===== src/rtl/fds_pkg.sv =====
package fds_pkg;

    localparam int MAX_FRAMES = 16;
    localparam int TIME_BITS  = 24;

    localparam int IDX_W   = $clog2(MAX_FRAMES);
    localparam int ACC_W   = TIME_BITS + 9;
    localparam int SPEED_W = 16;
    localparam int FRAC_W  = 8;
    localparam int MUL_W   = TIME_BITS + SPEED_W;
    localparam int PROD_W  = MUL_W - FRAC_W;
    localparam int SUM_W   = TIME_BITS + IDX_W;
    localparam int DCNT_W  = $clog2(ACC_W);
    localparam int COUNT_W = 5;
    localparam int SLOT_W  = 4;
    localparam int FRAME_W = 4;
    localparam int MODE_W  = 2;
    localparam int ADDR_W  = 4;
    localparam int DATA_W  = 32;

    // Item modes
    localparam logic [MODE_W-1:0] MODE_TICK  = 2'd0;
    localparam logic [MODE_W-1:0] MODE_PLAY  = 2'd1;
    localparam logic [MODE_W-1:0] MODE_WRITE = 2'd2;

    // Register indexes (byte address / 4)
    localparam logic [1:0] REG_FRAME_COUNT = 2'd0;
    localparam logic [1:0] REG_LOOPING     = 2'd1;
    localparam logic [1:0] REG_SPEED       = 2'd2;

    localparam logic [COUNT_W-1:0] FRAME_COUNT_RST = 5'd1;
    localparam logic               LOOPING_RST     = 1'b1;
    localparam logic [SPEED_W-1:0] SPEED_RST       = 16'd256;

    typedef struct packed {
        logic [COUNT_W-1:0] frame_count;
        logic               looping;
        logic [SPEED_W-1:0] speed_factor;
    } cfg_t;

    typedef struct packed {
        logic load_item;
        logic exec;
        logic add_acc;
        logic step;
        logic sum_clear;
        logic sum_acc;
        logic div_load_dur;
        logic div_load_sum;
        logic div_step;
        logic div_finish;
        logic out_load;
    } cmd_t;

    typedef struct packed {
        logic tick_active;
        logic step_done;
        logic step_hold;
        logic step_wrap;
        logic sweep_last;
        logic div_last;
        logic out_busy;
    } stat_t;

endpackage


===== src/rtl/fds_datapath.sv =====
module fds_datapath
    import fds_pkg::*;
(
    input  logic                 clk,
    input  logic                 rst_n,
    input  cmd_t                 cmd,
    output stat_t                stat,
    input  cfg_t                 cfg,
    input  logic [MODE_W-1:0]    mode,
    input  logic [TIME_BITS-1:0] elapsed_us,
    input  logic [SLOT_W-1:0]    frame_slot,
    input  logic [TIME_BITS-1:0] duration_us,
    input  logic                 restart_play,
    input  logic                 result_ready,
    output logic                 result_valid,
    output logic [FRAME_W-1:0]   frame_index,
    output logic                 running
);

    // Latched transaction
    logic [MODE_W-1:0]    mode_reg;
    logic [TIME_BITS-1:0] elapsed_reg;
    logic [SLOT_W-1:0]    slot_reg;
    logic [TIME_BITS-1:0] dur_in_reg;
    logic                 restart_reg;

    // Sequence state
    logic [ACC_W-1:0]     acc_reg, acc_next;
    logic [IDX_W-1:0]     cur_reg, cur_next;
    logic                 valid_reg, valid_next;

    logic [PROD_W-1:0]    prod_reg;
    logic [MUL_W-1:0]     prod_full;

    // Duration store
    logic [TIME_BITS-1:0] mem [MAX_FRAMES];
    logic [TIME_BITS-1:0] rdata_reg;
    logic [IDX_W-1:0]     rd_addr;

    // Sweep over the frames in use for the loop length
    logic [IDX_W-1:0]     swp_reg;
    logic [SUM_W-1:0]     sum_reg, sum_next;

    // Remainder unit
    logic [SUM_W-1:0]     div_d_reg;
    logic [ACC_W-1:0]     div_a_reg;
    logic [SUM_W-1:0]     rem_reg;
    logic [DCNT_W-1:0]    div_cnt_reg;
    logic [SUM_W:0]       trial;
    logic [SUM_W:0]       rem_new;

    logic                 out_valid_reg;
    logic [FRAME_W-1:0]   frame_index_reg;
    logic                 running_reg;

    logic [IDX_W-1:0]     last_idx;
    logic [IDX_W-1:0]     cur_clamp;
    logic [IDX_W-1:0]     slot_clamp;
    logic [TIME_BITS-1:0] dur_d;
    logic                 acc_ge;
    logic                 at_last;
    logic                 hold_case;

    always_comb
    begin
        if (cfg.frame_count == '0)
        begin
            last_idx = '0;
        end
        else if (32'(cfg.frame_count) > MAX_FRAMES)
        begin
            last_idx = IDX_W'(MAX_FRAMES - 1);
        end
        else
        begin
            last_idx = IDX_W'(cfg.frame_count - COUNT_W'(1));
        end
    end

    assign cur_clamp  = (cur_reg > last_idx) ? last_idx : cur_reg;
    assign slot_clamp = (32'(slot_reg) > 32'(last_idx)) ? last_idx : IDX_W'(slot_reg);

    // A zero entry counts as one so that stepping always ends.
    assign dur_d     = (rdata_reg == '0) ? TIME_BITS'(1) : rdata_reg;
    assign acc_ge    = acc_reg >= ACC_W'(dur_d);
    assign at_last   = (cur_reg == last_idx);
    assign hold_case = at_last && !cfg.looping;

    assign prod_full = MUL_W'(elapsed_reg) * MUL_W'(cfg.speed_factor);
    assign sum_next  = sum_reg + SUM_W'(dur_d);

    assign trial   = {rem_reg, div_a_reg[ACC_W-1]};
    assign rem_new = (trial >= {1'b0, div_d_reg}) ? (trial - {1'b0, div_d_reg}) : trial;

    always_comb
    begin
        cur_next   = cur_reg;
        acc_next   = acc_reg;
        valid_next = valid_reg;
        if (cmd.exec)
        begin
            if (mode_reg == MODE_TICK)
            begin
                if (valid_reg)
                begin
                    cur_next = cur_clamp;
                end
            end
            else if (mode_reg == MODE_PLAY)
            begin
                if (!valid_reg || restart_reg)
                begin
                    cur_next = slot_clamp;
                    acc_next = '0;
                end
                valid_next = 1'b1;
            end
        end
        if (cmd.add_acc)
        begin
            acc_next = acc_reg + ACC_W'(prod_reg);
        end
        if (cmd.step && acc_ge && !hold_case)
        begin
            acc_next = acc_reg - ACC_W'(dur_d);
            cur_next = at_last ? '0 : cur_reg + IDX_W'(1);
        end
        if (cmd.div_finish)
        begin
            acc_next = ACC_W'(rem_new);
        end
    end

    // The read address runs ahead of its use.
    assign rd_addr = cmd.sum_acc ? (swp_reg + IDX_W'(1)) : cur_next;

    always_ff @(posedge clk or negedge rst_n)
    begin
        if (!rst_n)
        begin
            acc_reg       <= '0;
            cur_reg       <= '0;
            valid_reg     <= 1'b0;
            out_valid_reg <= 1'b0;
        end
        else
        begin
            acc_reg   <= acc_next;
            cur_reg   <= cur_next;
            valid_reg <= valid_next;
            if (cmd.out_load)
            begin
                out_valid_reg <= 1'b1;
            end
            else if (result_ready)
            begin
                out_valid_reg <= 1'b0;
            end
        end
    end

    always_ff @(posedge clk)
    begin
        if (cmd.load_item)
        begin
            mode_reg    <= mode;
            elapsed_reg <= elapsed_us;
            slot_reg    <= frame_slot;
            dur_in_reg  <= duration_us;
            restart_reg <= restart_play;
        end
        if (cmd.exec)
        begin
            prod_reg <= prod_full[MUL_W-1:FRAC_W];
        end
        if (cmd.sum_clear)
        begin
            swp_reg <= '0;
            sum_reg <= '0;
        end
        else if (cmd.sum_acc)
        begin
            swp_reg <= swp_reg + IDX_W'(1);
            sum_reg <= sum_next;
        end
        if (cmd.div_load_dur)
        begin
            div_d_reg   <= SUM_W'(dur_d);
            div_a_reg   <= acc_reg;
            rem_reg     <= '0;
            div_cnt_reg <= '0;
        end
        else if (cmd.div_load_sum)
        begin
            div_d_reg   <= sum_next;
            div_a_reg   <= acc_reg;
            rem_reg     <= '0;
            div_cnt_reg <= '0;
        end
        else if (cmd.div_step)
        begin
            rem_reg     <= rem_new[SUM_W-1:0];
            div_a_reg   <= {div_a_reg[ACC_W-2:0], 1'b0};
            div_cnt_reg <= div_cnt_reg + DCNT_W'(1);
        end
        if (cmd.out_load)
        begin
            frame_index_reg <= FRAME_W'(cur_reg);
            running_reg     <= valid_reg;
        end
    end

    always_ff @(posedge clk)
    begin
        if (cmd.exec && (mode_reg == MODE_WRITE) && (32'(slot_reg) < MAX_FRAMES))
        begin
            mem[IDX_W'(slot_reg)] <= (dur_in_reg == '0) ? TIME_BITS'(1) : dur_in_reg;
        end
        rdata_reg <= mem[rd_addr];
    end

    assign stat.tick_active = (mode_reg == MODE_TICK) && valid_reg;
    assign stat.step_done   = !acc_ge;
    assign stat.step_hold   = acc_ge && hold_case;
    assign stat.step_wrap   = acc_ge && at_last && cfg.looping;
    assign stat.sweep_last  = (swp_reg == last_idx);
    assign stat.div_last    = (div_cnt_reg == DCNT_W'(ACC_W - 1));
    assign stat.out_busy    = out_valid_reg && !result_ready;

    assign result_valid = out_valid_reg;
    assign frame_index  = frame_index_reg;
    assign running      = running_reg;

endmodule


===== src/rtl/fds_ctrl.sv =====
module fds_ctrl
    import fds_pkg::*;
(
    input  logic  clk,
    input  logic  rst_n,
    input  logic  item_valid,
    output logic  item_ready,
    input  stat_t stat,
    output cmd_t  cmd
);

    typedef enum logic [6:0] {
        S_IDLE = 7'b0000001,
        S_EXEC = 7'b0000010,
        S_ADD  = 7'b0000100,
        S_STEP = 7'b0001000,
        S_SUM  = 7'b0010000,
        S_DIV  = 7'b0100000,
        S_DONE = 7'b1000000
    } state_t;

    state_t state_reg, state_next;
    logic   reduced_reg, reduced_next;
    logic   hold_div_reg, hold_div_next;

    always_comb
    begin
        state_next    = state_reg;
        reduced_next  = reduced_reg;
        hold_div_next = hold_div_reg;
        cmd           = '0;
        item_ready    = 1'b0;
        unique case (state_reg)
            S_IDLE:
            begin
                item_ready    = 1'b1;
                cmd.load_item = item_valid;
                if (item_valid)
                begin
                    state_next = S_EXEC;
                end
            end
            S_EXEC:
            begin
                cmd.exec = 1'b1;
                if (stat.tick_active)
                begin
                    reduced_next = 1'b0;
                    state_next   = S_ADD;
                end
                else
                begin
                    state_next = S_DONE;
                end
            end
            S_ADD:
            begin
                cmd.add_acc = 1'b1;
                state_next  = S_STEP;
            end
            S_STEP:
            begin
                cmd.step = 1'b1;
                priority if (stat.step_done)
                begin
                    state_next = S_DONE;
                end
                else if (stat.step_hold)
                begin
                    cmd.div_load_dur = 1'b1;
                    hold_div_next    = 1'b1;
                    state_next       = S_DIV;
                end
                else if (stat.step_wrap && !reduced_reg)
                begin
                    // First wrap: fold the remaining time modulo the loop length.
                    cmd.sum_clear = 1'b1;
                    state_next    = S_SUM;
                end
                else
                begin
                    state_next = S_STEP;
                end
            end
            S_SUM:
            begin
                cmd.sum_acc = 1'b1;
                if (stat.sweep_last)
                begin
                    cmd.div_load_sum = 1'b1;
                    hold_div_next    = 1'b0;
                    state_next       = S_DIV;
                end
            end
            S_DIV:
            begin
                cmd.div_step = 1'b1;
                if (stat.div_last)
                begin
                    cmd.div_finish = 1'b1;
                    if (hold_div_reg)
                    begin
                        state_next = S_DONE;
                    end
                    else
                    begin
                        reduced_next = 1'b1;
                        state_next   = S_STEP;
                    end
                end
            end
            S_DONE:
            begin
                if (!stat.out_busy)
                begin
                    cmd.out_load = 1'b1;
                    state_next   = S_IDLE;
                end
            end
            default:
            begin
                state_next = S_IDLE;
            end
        endcase
    end

    always_ff @(posedge clk or negedge rst_n)
    begin
        if (!rst_n)
        begin
            state_reg    <= S_IDLE;
            reduced_reg  <= 1'b0;
            hold_div_reg <= 1'b0;
        end
        else
        begin
            state_reg    <= state_next;
            reduced_reg  <= reduced_next;
            hold_div_reg <= hold_div_next;
        end
    end

endmodule


===== src/rtl/frame_duration_sequencer_core.sv =====
// Frame duration sequencer.
// Input channel (item_valid/item_ready) carries one transaction per item: a tick
// (mode 0) adds elapsed_us scaled by the 8.8 speed factor, a play (mode 1) starts
// the sequence at frame_slot if not yet running or on restart_play, a write
// (mode 2) loads one frame's duration. Every transaction yields exactly one
// result transaction (result_valid/result_ready) with the current frame index
// and the running flag. The block works on one transaction at a time. Play,
// write, mode three and a tick before the first play pass from accept through
// execute to done. A tick while running also adds its scaled time and steps
// frames, one frame per cycle while no fold runs, through the duration store's
// registered read port. When the sequence wraps for the first time in a tick,
// a sweep over the frames in use sums the loop length and a radix-2 remainder
// unit folds the time; holding the last frame uses the same remainder unit.
// The result sits in an output register; while it is not taken the next
// transaction is still accepted and worked on, and stalls only at its own result.
// Reset clears the current frame, the accumulator and the playing state and
// loads the registers with frame_count 1, looping 1 and speed 256; frame
// durations stay undefined until written. The user must ensure that registers
// are written over the APB port only while the block is idle (not enforced).
module frame_duration_sequencer_core
    import fds_pkg::*;
(
    input  logic                 clk,
    input  logic                 rst_n,
    input  logic                 psel,
    input  logic                 penable,
    input  logic                 pwrite,
    input  logic [ADDR_W-1:0]    paddr,
    input  logic [DATA_W-1:0]    pwdata,
    output logic [DATA_W-1:0]    prdata,
    output logic                 pready,
    input  logic                 item_valid,
    output logic                 item_ready,
    input  logic [MODE_W-1:0]    mode,
    input  logic [TIME_BITS-1:0] elapsed_us,
    input  logic [SLOT_W-1:0]    frame_slot,
    input  logic [TIME_BITS-1:0] duration_us,
    input  logic                 restart_play,
    output logic                 result_valid,
    input  logic                 result_ready,
    output logic [FRAME_W-1:0]   frame_index,
    output logic                 running
);

    logic [COUNT_W-1:0] frame_count_reg;
    logic               looping_reg;
    logic [SPEED_W-1:0] speed_reg;
    logic               apb_write;
    cfg_t               cfg;
    cmd_t               cmd;
    stat_t              stat;

    assign pready    = 1'b1;
    assign apb_write = psel && penable && pwrite;

    always_ff @(posedge clk or negedge rst_n)
    begin
        if (!rst_n)
        begin
            frame_count_reg <= FRAME_COUNT_RST;
            looping_reg     <= LOOPING_RST;
            speed_reg       <= SPEED_RST;
        end
        else if (apb_write)
        begin
            if (paddr[3:2] == REG_FRAME_COUNT)
            begin
                frame_count_reg <= pwdata[COUNT_W-1:0];
            end
            if (paddr[3:2] == REG_LOOPING)
            begin
                looping_reg <= pwdata[0];
            end
            if (paddr[3:2] == REG_SPEED)
            begin
                speed_reg <= pwdata[SPEED_W-1:0];
            end
        end
    end

    always_comb
    begin
        unique case (paddr[3:2])
            REG_FRAME_COUNT: prdata = DATA_W'(frame_count_reg);
            REG_LOOPING:     prdata = DATA_W'(looping_reg);
            REG_SPEED:       prdata = DATA_W'(speed_reg);
            default:         prdata = '0;
        endcase
    end

    assign cfg.frame_count  = frame_count_reg;
    assign cfg.looping      = looping_reg;
    assign cfg.speed_factor = speed_reg;

    fds_ctrl u_ctrl (
        .clk        (clk),
        .rst_n      (rst_n),
        .item_valid (item_valid),
        .item_ready (item_ready),
        .stat       (stat),
        .cmd        (cmd)
    );

    fds_datapath u_datapath (
        .clk          (clk),
        .rst_n        (rst_n),
        .cmd          (cmd),
        .stat         (stat),
        .cfg          (cfg),
        .mode         (mode),
        .elapsed_us   (elapsed_us),
        .frame_slot   (frame_slot),
        .duration_us  (duration_us),
        .restart_play (restart_play),
        .result_ready (result_ready),
        .result_valid (result_valid),
        .frame_index  (frame_index),
        .running      (running)
    );

endmodule


===== config.mk =====
export PLATFORM = sky130hd
export DESIGN_NAME = frame_duration_sequencer_core
export DESIGN_NICKNAME = d
export VERILOG_FILES = /design/src/rtl/fds_pkg.sv /design/src/rtl/fds_datapath.sv /design/src/rtl/fds_ctrl.sv /design/src/rtl/frame_duration_sequencer_core.sv
export SDC_FILE = /design/constraint.sdc
export NUM_CORES = 2
export LEC_CHECK = 0
export BUFFER_PORTS_ARGS = -buffer_cell sky130_fd_sc_hd__clkbuf_2
export CAP_MARGIN = 20
export CORE_MARGIN = 8
export CORE_UTILIZATION = 45
export DETAILED_ROUTE_END_ITERATION = 8
export GPL_TIMING_DRIVEN = 0
export PLACE_DENSITY = 0.71
export SYNTH_ARGS = -nofsm -noshare
export SYNTH_HDL_FRONTEND = slang
export SYNTH_HIERARCHICAL = 1
export SYNTH_SLANG_ARGS = --single-unit

===== constraint.sdc =====
create_clock -name clk -period 8.5 [get_ports clk]
set_clock_uncertainty 0.1 [all_clocks]
set_input_delay 0.85 -clock clk [delete_from_list [all_inputs] [get_ports clk]]
set_output_delay 0.85 -clock clk [all_outputs]
set_load 0.05 [all_outputs]

**After elaboration in Yosys (flattened, before gate mapping)**

Memory sizes are Yosys's and may differ from the RTL's. A register that Yosys moved wholly into a read port is not among the register bits.
Index checks and enable logic that the tools add are counted.

- Register bits: 289
- Memory bits (read-only): 0
- Input bits: 98
- Memories kept: 1
- Latch bits: 0
- Memory bits (writable): 384

- Shift-type cells: 0
- Equality and inequality tests: 23
- Div/mod/pow operators: 0
- Order comparisons: 5
- Mux-type cells: 68
- Reductions and logical operators: 40
- Bitwise operators: 1
- Add/subtract/negate cells: 8
- Multipliers: 1

Memory list:

| name | words | width | read ports | clocked after Yosys merged registers in | write ports | line | source |
|---|---|---|---|---|---|---|---|
| u_datapath.mem | 16 | 24 | 1 | 1 | 1 | fds_datapath.sv:36 | `logic [TIME_BITS-1:0] mem [MAX_FRAMES];` |

Operator list:

| cell | number |
|---|---|
| 2-to-1 mux 33 bit | 10 |
| 2-to-1 mux 24 bit | 4 |
| 2-to-1 mux 7 bit | 7 |
| case mux 7 bit (7 select lines) | 1 |
| zero test 24 bit | 2 |
| 2-to-1 mux 4 bit | 12 |
| case mux 16 bit (3 select lines) | 1 |
| multiplier 24 x 16 -> 40 bit | 1 |
| adder 33 x 32 -> 33 bit | 1 |
| greater-or-equal comparator 33 x 24 -> 1 bit | 1 |
| subtractor 33 x 24 -> 33 bit | 1 |
| greater-or-equal comparator 29 x 28 -> 1 bit | 1 |
| 2-to-1 mux 29 bit | 1 |
| subtractor 29 x 28 -> 29 bit | 1 |
| adder 28 x 24 -> 28 bit | 1 |
| 2-to-1 mux 1 bit | 26 |
| AND reduction 4 bit | 4 |
| != test 2 bit (second input constant) | 7 |
| logical AND 1 bit | 12 |
| nonzero test 4 bit | 3 |
| adder 4 x 1 -> 4 bit (second input constant) | 2 |
| == test 4 bit | 2 |
| > comparator 4 bit | 2 |
| nonzero test 2 bit | 4 |
| 28 further kinds | 39 |

**Depth between registers and ports, before layout**

- Word-level depth: 15
- Mapped depth: 27
- Mapped depth without buffers: 26

**Cells and area by module**

The synthesis kept the hierarchy.

By module, submodules not included:

| module | area an instance (um^2) | cells an instance | instances | sequential area each (um^2) |
|---|---|---|---|---|
| fds_datapath | 43118.9 | 3997 | 1 | 18863.1 |
| frame_duration_sequencer_core | 1167.4 | 94 | 1 | 554.3 |
| fds_ctrl | 708.2 | 75 | 1 | 226.5 |

**Worst setup path after synthesis**

No wires, ideal clock.

- Path type: register to register
- From: reg u_datapath.elapsed_reg[12]
- To: reg u_datapath.prod_reg[31] (data pin)
- Stages on the path, launching flop included: 24
- Buffers on the path: 1
- Slack: 1.851 ns
- Arrival: 6.283 ns
- Library setup time: 0.266 ns
- Cell sequence: edfxtp_1 > clkbuf_1 > nand2_1 > fa_1 > fa_1 > fa_1 > inv_1 > fa_1 > fa_1 > inv_1 > fa_1 > inv_1 > ha_1 > a21o_1 > a31o_2 > a221o_1 > a41o_1 > a31oi_1 > a211oi_1 > a21oi_1 > a31oi_1 > a41o_1 > o41ai_1 > xnor2_1

- Word-level cells in the longest chain between the ends: 1

RTL lines:

| item | line | source |
|---|---|---|
| start, declared | fds_datapath.sv:22 | `logic [TIME_BITS-1:0] elapsed_reg;` |
| start signal, assigned | fds_datapath.sv:167 | `elapsed_reg <= elapsed_us;` |
| multiplier 24 x 16 -> 40 bit | fds_datapath.sv:89 | `assign prod_full = MUL_W'(elapsed_reg) * MUL_W'(cfg.speed_factor);` |
| net u_datapath.prod_full[39] | fds_datapath.sv:33 | `logic [MUL_W-1:0] prod_full;` |
| end signal, assigned | fds_datapath.sv:174 | `prod_reg <= prod_full[MUL_W-1:FRAC_W];` |
| end, declared | fds_datapath.sv:32 | `logic [PROD_W-1:0] prod_reg;` |

The timed path passes the listed nets, and every way through them passes these cells.
A chain may end at the register's enable or synchronous reset.

**Worst setup path in the final report**

- From: reg speed_reg[8]
- To: reg u_datapath.prod_reg[30] (data pin)

- Word-level cells in the longest chain between the ends: 1

RTL lines:

| item | line | source |
|---|---|---|
| start, declared | frame_duration_sequencer_core.sv:47 | `logic [SPEED_W-1:0] speed_reg;` |
| start signal, assigned | frame_duration_sequencer_core.sv:76 | `speed_reg <= pwdata[SPEED_W-1:0];` |
| multiplier 24 x 16 -> 40 bit | fds_datapath.sv:89 |  |
| net u_datapath.prod_full[38] | fds_datapath.sv:33 |  |

The timed path passes the listed nets, and every way through them passes these cells.

==> results.md <==
Timing:
- The smallest clock period supported by the final layout is computed as 8050 ps.
- Setup repair after global routing left no endpoint under its margin.
- The setup violation total in the final timing report is 0.
- The aggregate negative setup slack is 0 ps.
- The final number of max-transition violations is 0.
- The slew at the pin closest to its max-slew limit is 1190 ps.
- Dividing the final minimum period by the clock period gives 0.947.
- Timing would allow up to 0.124 GHz.
- The worst pin sits at a relative slew slack of 0.207.
- The number of hold violations in the final report is 0.

Detailed routing:
- The routed wire length is 126,000 µm.
- The residual DRC count is 0.
- The length of the first detailed-routing pass in iterations is 6.
- Across all layers, the routed design uses 32,886 vias.
- The detailed router finished its first iteration with 3,313 violations.
- The detailed-route wire length per cell is 21.9 µm.
- Using the TritonRoute via totals, the vias-per-cell ratio works out to 5.73.
- The number of nets with antenna violations after detailed routing is 0.

Yosys:
- The per-instance average area after synthesis is 10.8 µm².
- The cell type with the highest aggregate area in the netlist is edfxtp_1.
- The most used flip-flop cell after synthesis is edfxtp_1.
- The synthesized area is 0.0450 mm².
- The post-synthesis sequential area ratio is 0.437.
- The multiplexer fraction of the synthesized cell area is 0.0329.
- The number of library cell types mapped by synthesis is 103.
- Of the total synthesized cell area, the portion taken by AND, OR, NAND and NOR gates is 0.131.
- The number of enable flip-flop cells after synthesis is 533.
- The compound-cell area share of the yosys netlist is 0.109.
- Yosys printed 6 warnings.
- By area, the combinational part of the netlist is dominated by adder cells.
- By area the synthesized netlist is led by edfxtp_1 36%, fa_1 14%, ha_1 6.4%.
- The share of flip-flops with an asynchronous set or reset after synthesis is 0.100.
- Of the total synthesized cell area, the portion taken by XOR and XNOR cells is 0.0265.
- The synthesized design contains 697 register bits.
- The area share of the largest cell type after synthesis is 0.356.
- Of the total synthesized cell area, the portion taken by full adders, half adders and majority gates is 0.202.
- The synthesized instance count is 4,166.

Final layout:
- The number of flip-flops under the largest register name is 384.
- The number of antenna repair diodes is 0.
- The count of fill cells added during filler insertion is 8,839.
- Of the cells placed in the final design, the portion with a size suffix greater than 1 is 0.0876.
- The final layout contains 5,017 nets.
- Summing all multi-input logic gate instances after layout gives 0.0227 mm².
- The area taken by flip-flops and latches is 0.0196 mm².
- Compared with the post-synthesis result, the final layout area differs by 11.3%.

Hold path:
- The worst hold path belongs to the class in2async.

Clock tree:
- The number of clock sinks is 697.
- The tree is rooted in a clkbuf_16.
- The deepest clock path buffer count is 3.
- TritonCTS built the clock tree.
- Once the clock tree was built, the resizer swapped 0 gates to a different size.
- In this run, post-CTS hold repair placed 0 buffers.
- The buffer count from post-CTS setup fixing is 0.
- After clock tree synthesis, the clock-pin slew on the worst setup and hold paths is 60 ps.
- The number of buffers created by CTS is 76.
- The clock reaches the later pin of the worst-skew pair after 660 ps.
- The depth of the CTS H-tree is 3.

Setup path:
- The worst stage delay on the critical path is 730 ps.
- The worst setup path is launched from a register.
- For the worst setup path, the data arrival time is 8340 ps.
- The worst setup path is captured at a register.
- The startpoint-to-endpoint class of the critical path is reg2reg.
- The cell at the slowest stage of the critical path is dfstp_2.
- The cell with the most instances on the worst path is fa_1.
- The critical-path maximum fanout is 10.
- The required time at the worst-slack endpoint is 8780 ps.
- Counting cells, the worst reg-to-reg path comes to 25.

Status:
- The run finished with clean final reports.

Placement:
- The placed wire-length estimate is 94,000 µm.
- The final weighted congestion of routability-driven global placement is 0.955.
- The number of buffer cells added on primary ports is 100.

Die:
- The horizontal extent of the die is 332 µm.
- The die is 332 µm tall.
- The floorplan step defined a core boundary enclosing 0.0996 mm².
- During I/O placement, the number of pins put on the boundary was 138.
- The initialized floorplan defines 116 standard-cell rows.
- The initial utilization of the core area, before any placement, comes to 0.452.
- The die covers 0.110 mm².

Flow run:
- The number of max-capacitance violations reported is 0.

GRT:
- For this run, the total global-route usage over all layers was measured as 0.221.
- The initial antenna violation count is 1.
- The via count of the first global-routing pass is 32,493.
- For this run the aggregate overflow at the end of global routing stands at 0.
- The first-pass GRT wire length is 190,000 µm.
- Entering global routing, the biggest net connects 56 pins.
area by class of cell:
| class | instances | area share |
|---|---|---|
| repair buffers | 121 | 0.0159 |
| multi-input cells | 2788 | 0.454 |
| plain buffers | 251 | 0.0225 |
| clock inverters | 42 | 0.00884 |
| clock buffers | 97 | 0.0412 |
| well taps | 1298 | 0.0324 |
| inverters | 445 | 0.0333 |
| flip-flops and latches | 697 | 0.392 |
worst paths after layout:
check	slack, ps	end	startpoint
max	450	u_datapath/prod_reg[30]$_DFFE_PP_	speed_reg[8]$_DFFE_PN1P_
max in group asynchronous	7550	speed_reg[8]$_DFFE_PN1P_	rst_n
max reg2reg	450	u_datapath/prod_reg[30]$_DFFE_PP_	speed_reg[8]$_DFFE_PN1P_
min reg2reg	380	u_datapath/sum_reg[18]$_SDFFE_PP0P_	u_datapath/sum_reg[18]$_SDFFE_PP0P_
min in group clk	270	u_datapath/mode_reg[1]$_DFFE_PP_	mode[1]
min	40	u_datapath/acc_reg[2]$_DFFE_PN0P_	rst_n
layer usage:
layer / up-vias / global-route usage / share of wire
met3: 292 / 0.0381 / 0.089
met5: - / 0 / 0
met1: 16270 / 0.299 / 0.41
met4: 0 / 0.0725 / 0.034
met2: 1537 / 0.360 / 0.47
li1: 14787 / - / -
synth_stat cells (35+ instances only):
cell type,number
a221oi_1,100
nor3_1,43
nor2b_1,37
xor2_1,67
a21oi_1,222
a21o_1,53
ha_1,230
nor2_1,175
nand3_1,52
edfxtp_1,533
nand2_1,559
mux2i_1,121
xnor2_1,69
o21ai_0,126
clkbuf_1,184
dfxtp_1,94
fa_1,309
inv_1,442
a211oi_1,49
and2_1,173
dfrtp_1,66
nand2b_1,35
worst max-delay path, delay by kind of cell (launching register included):
kind                       cells  cell delay (ps)
adders and majority gates      7             3330
AOI/OAI and AO/OA              7             2010
xor gates and xnor gates       1              120
buffers and inverters          6              860
and+or+nand+nor                4              630
DFF                            1              730
cells in the final DEF (no fill, tap or decap), types with 121 or more instances in the layout:
cell,synthesis,routed
fa_1,309,309
edfxtp_1,533,533
a21oi_1,222,222
nand2_1,559,559
inv_1,442,442
mux2i_1,121,121
clkbuf_1,184,197
nor2_1,175,163
o21ai_0,126,126
ha_1,230,230
and2_1,173,172
cell families after synthesis:
group                    after synthesis
AO/OA/AOI/OAI                        725
AND/OR/NAND/NOR                     1225
flip-flops                           697
buffers and inverters                696
multiplexers                         145
adder cells (fa/ha/maj)              540
other                                  2
XOR/XNOR                             136
metrics by stage:
step	cell area (µm²)	std cells	setup WS, ps	util	hold slack [ps]
after floorplan	45100	4181	1850	-	350
after global placement	47200	5579	531	0.474	358
after detailed placement	47600	5599	534	0.478	367
after CTS	50100	5738	548	0.503	17.0
after global routing	50100	5739	68.7	0.503	31.4
final	50100	5739	447	0.503	36.1
Power is not shown: default switching activity piles up to over one toggle a cycle in this logic, so the estimate is an artifact.
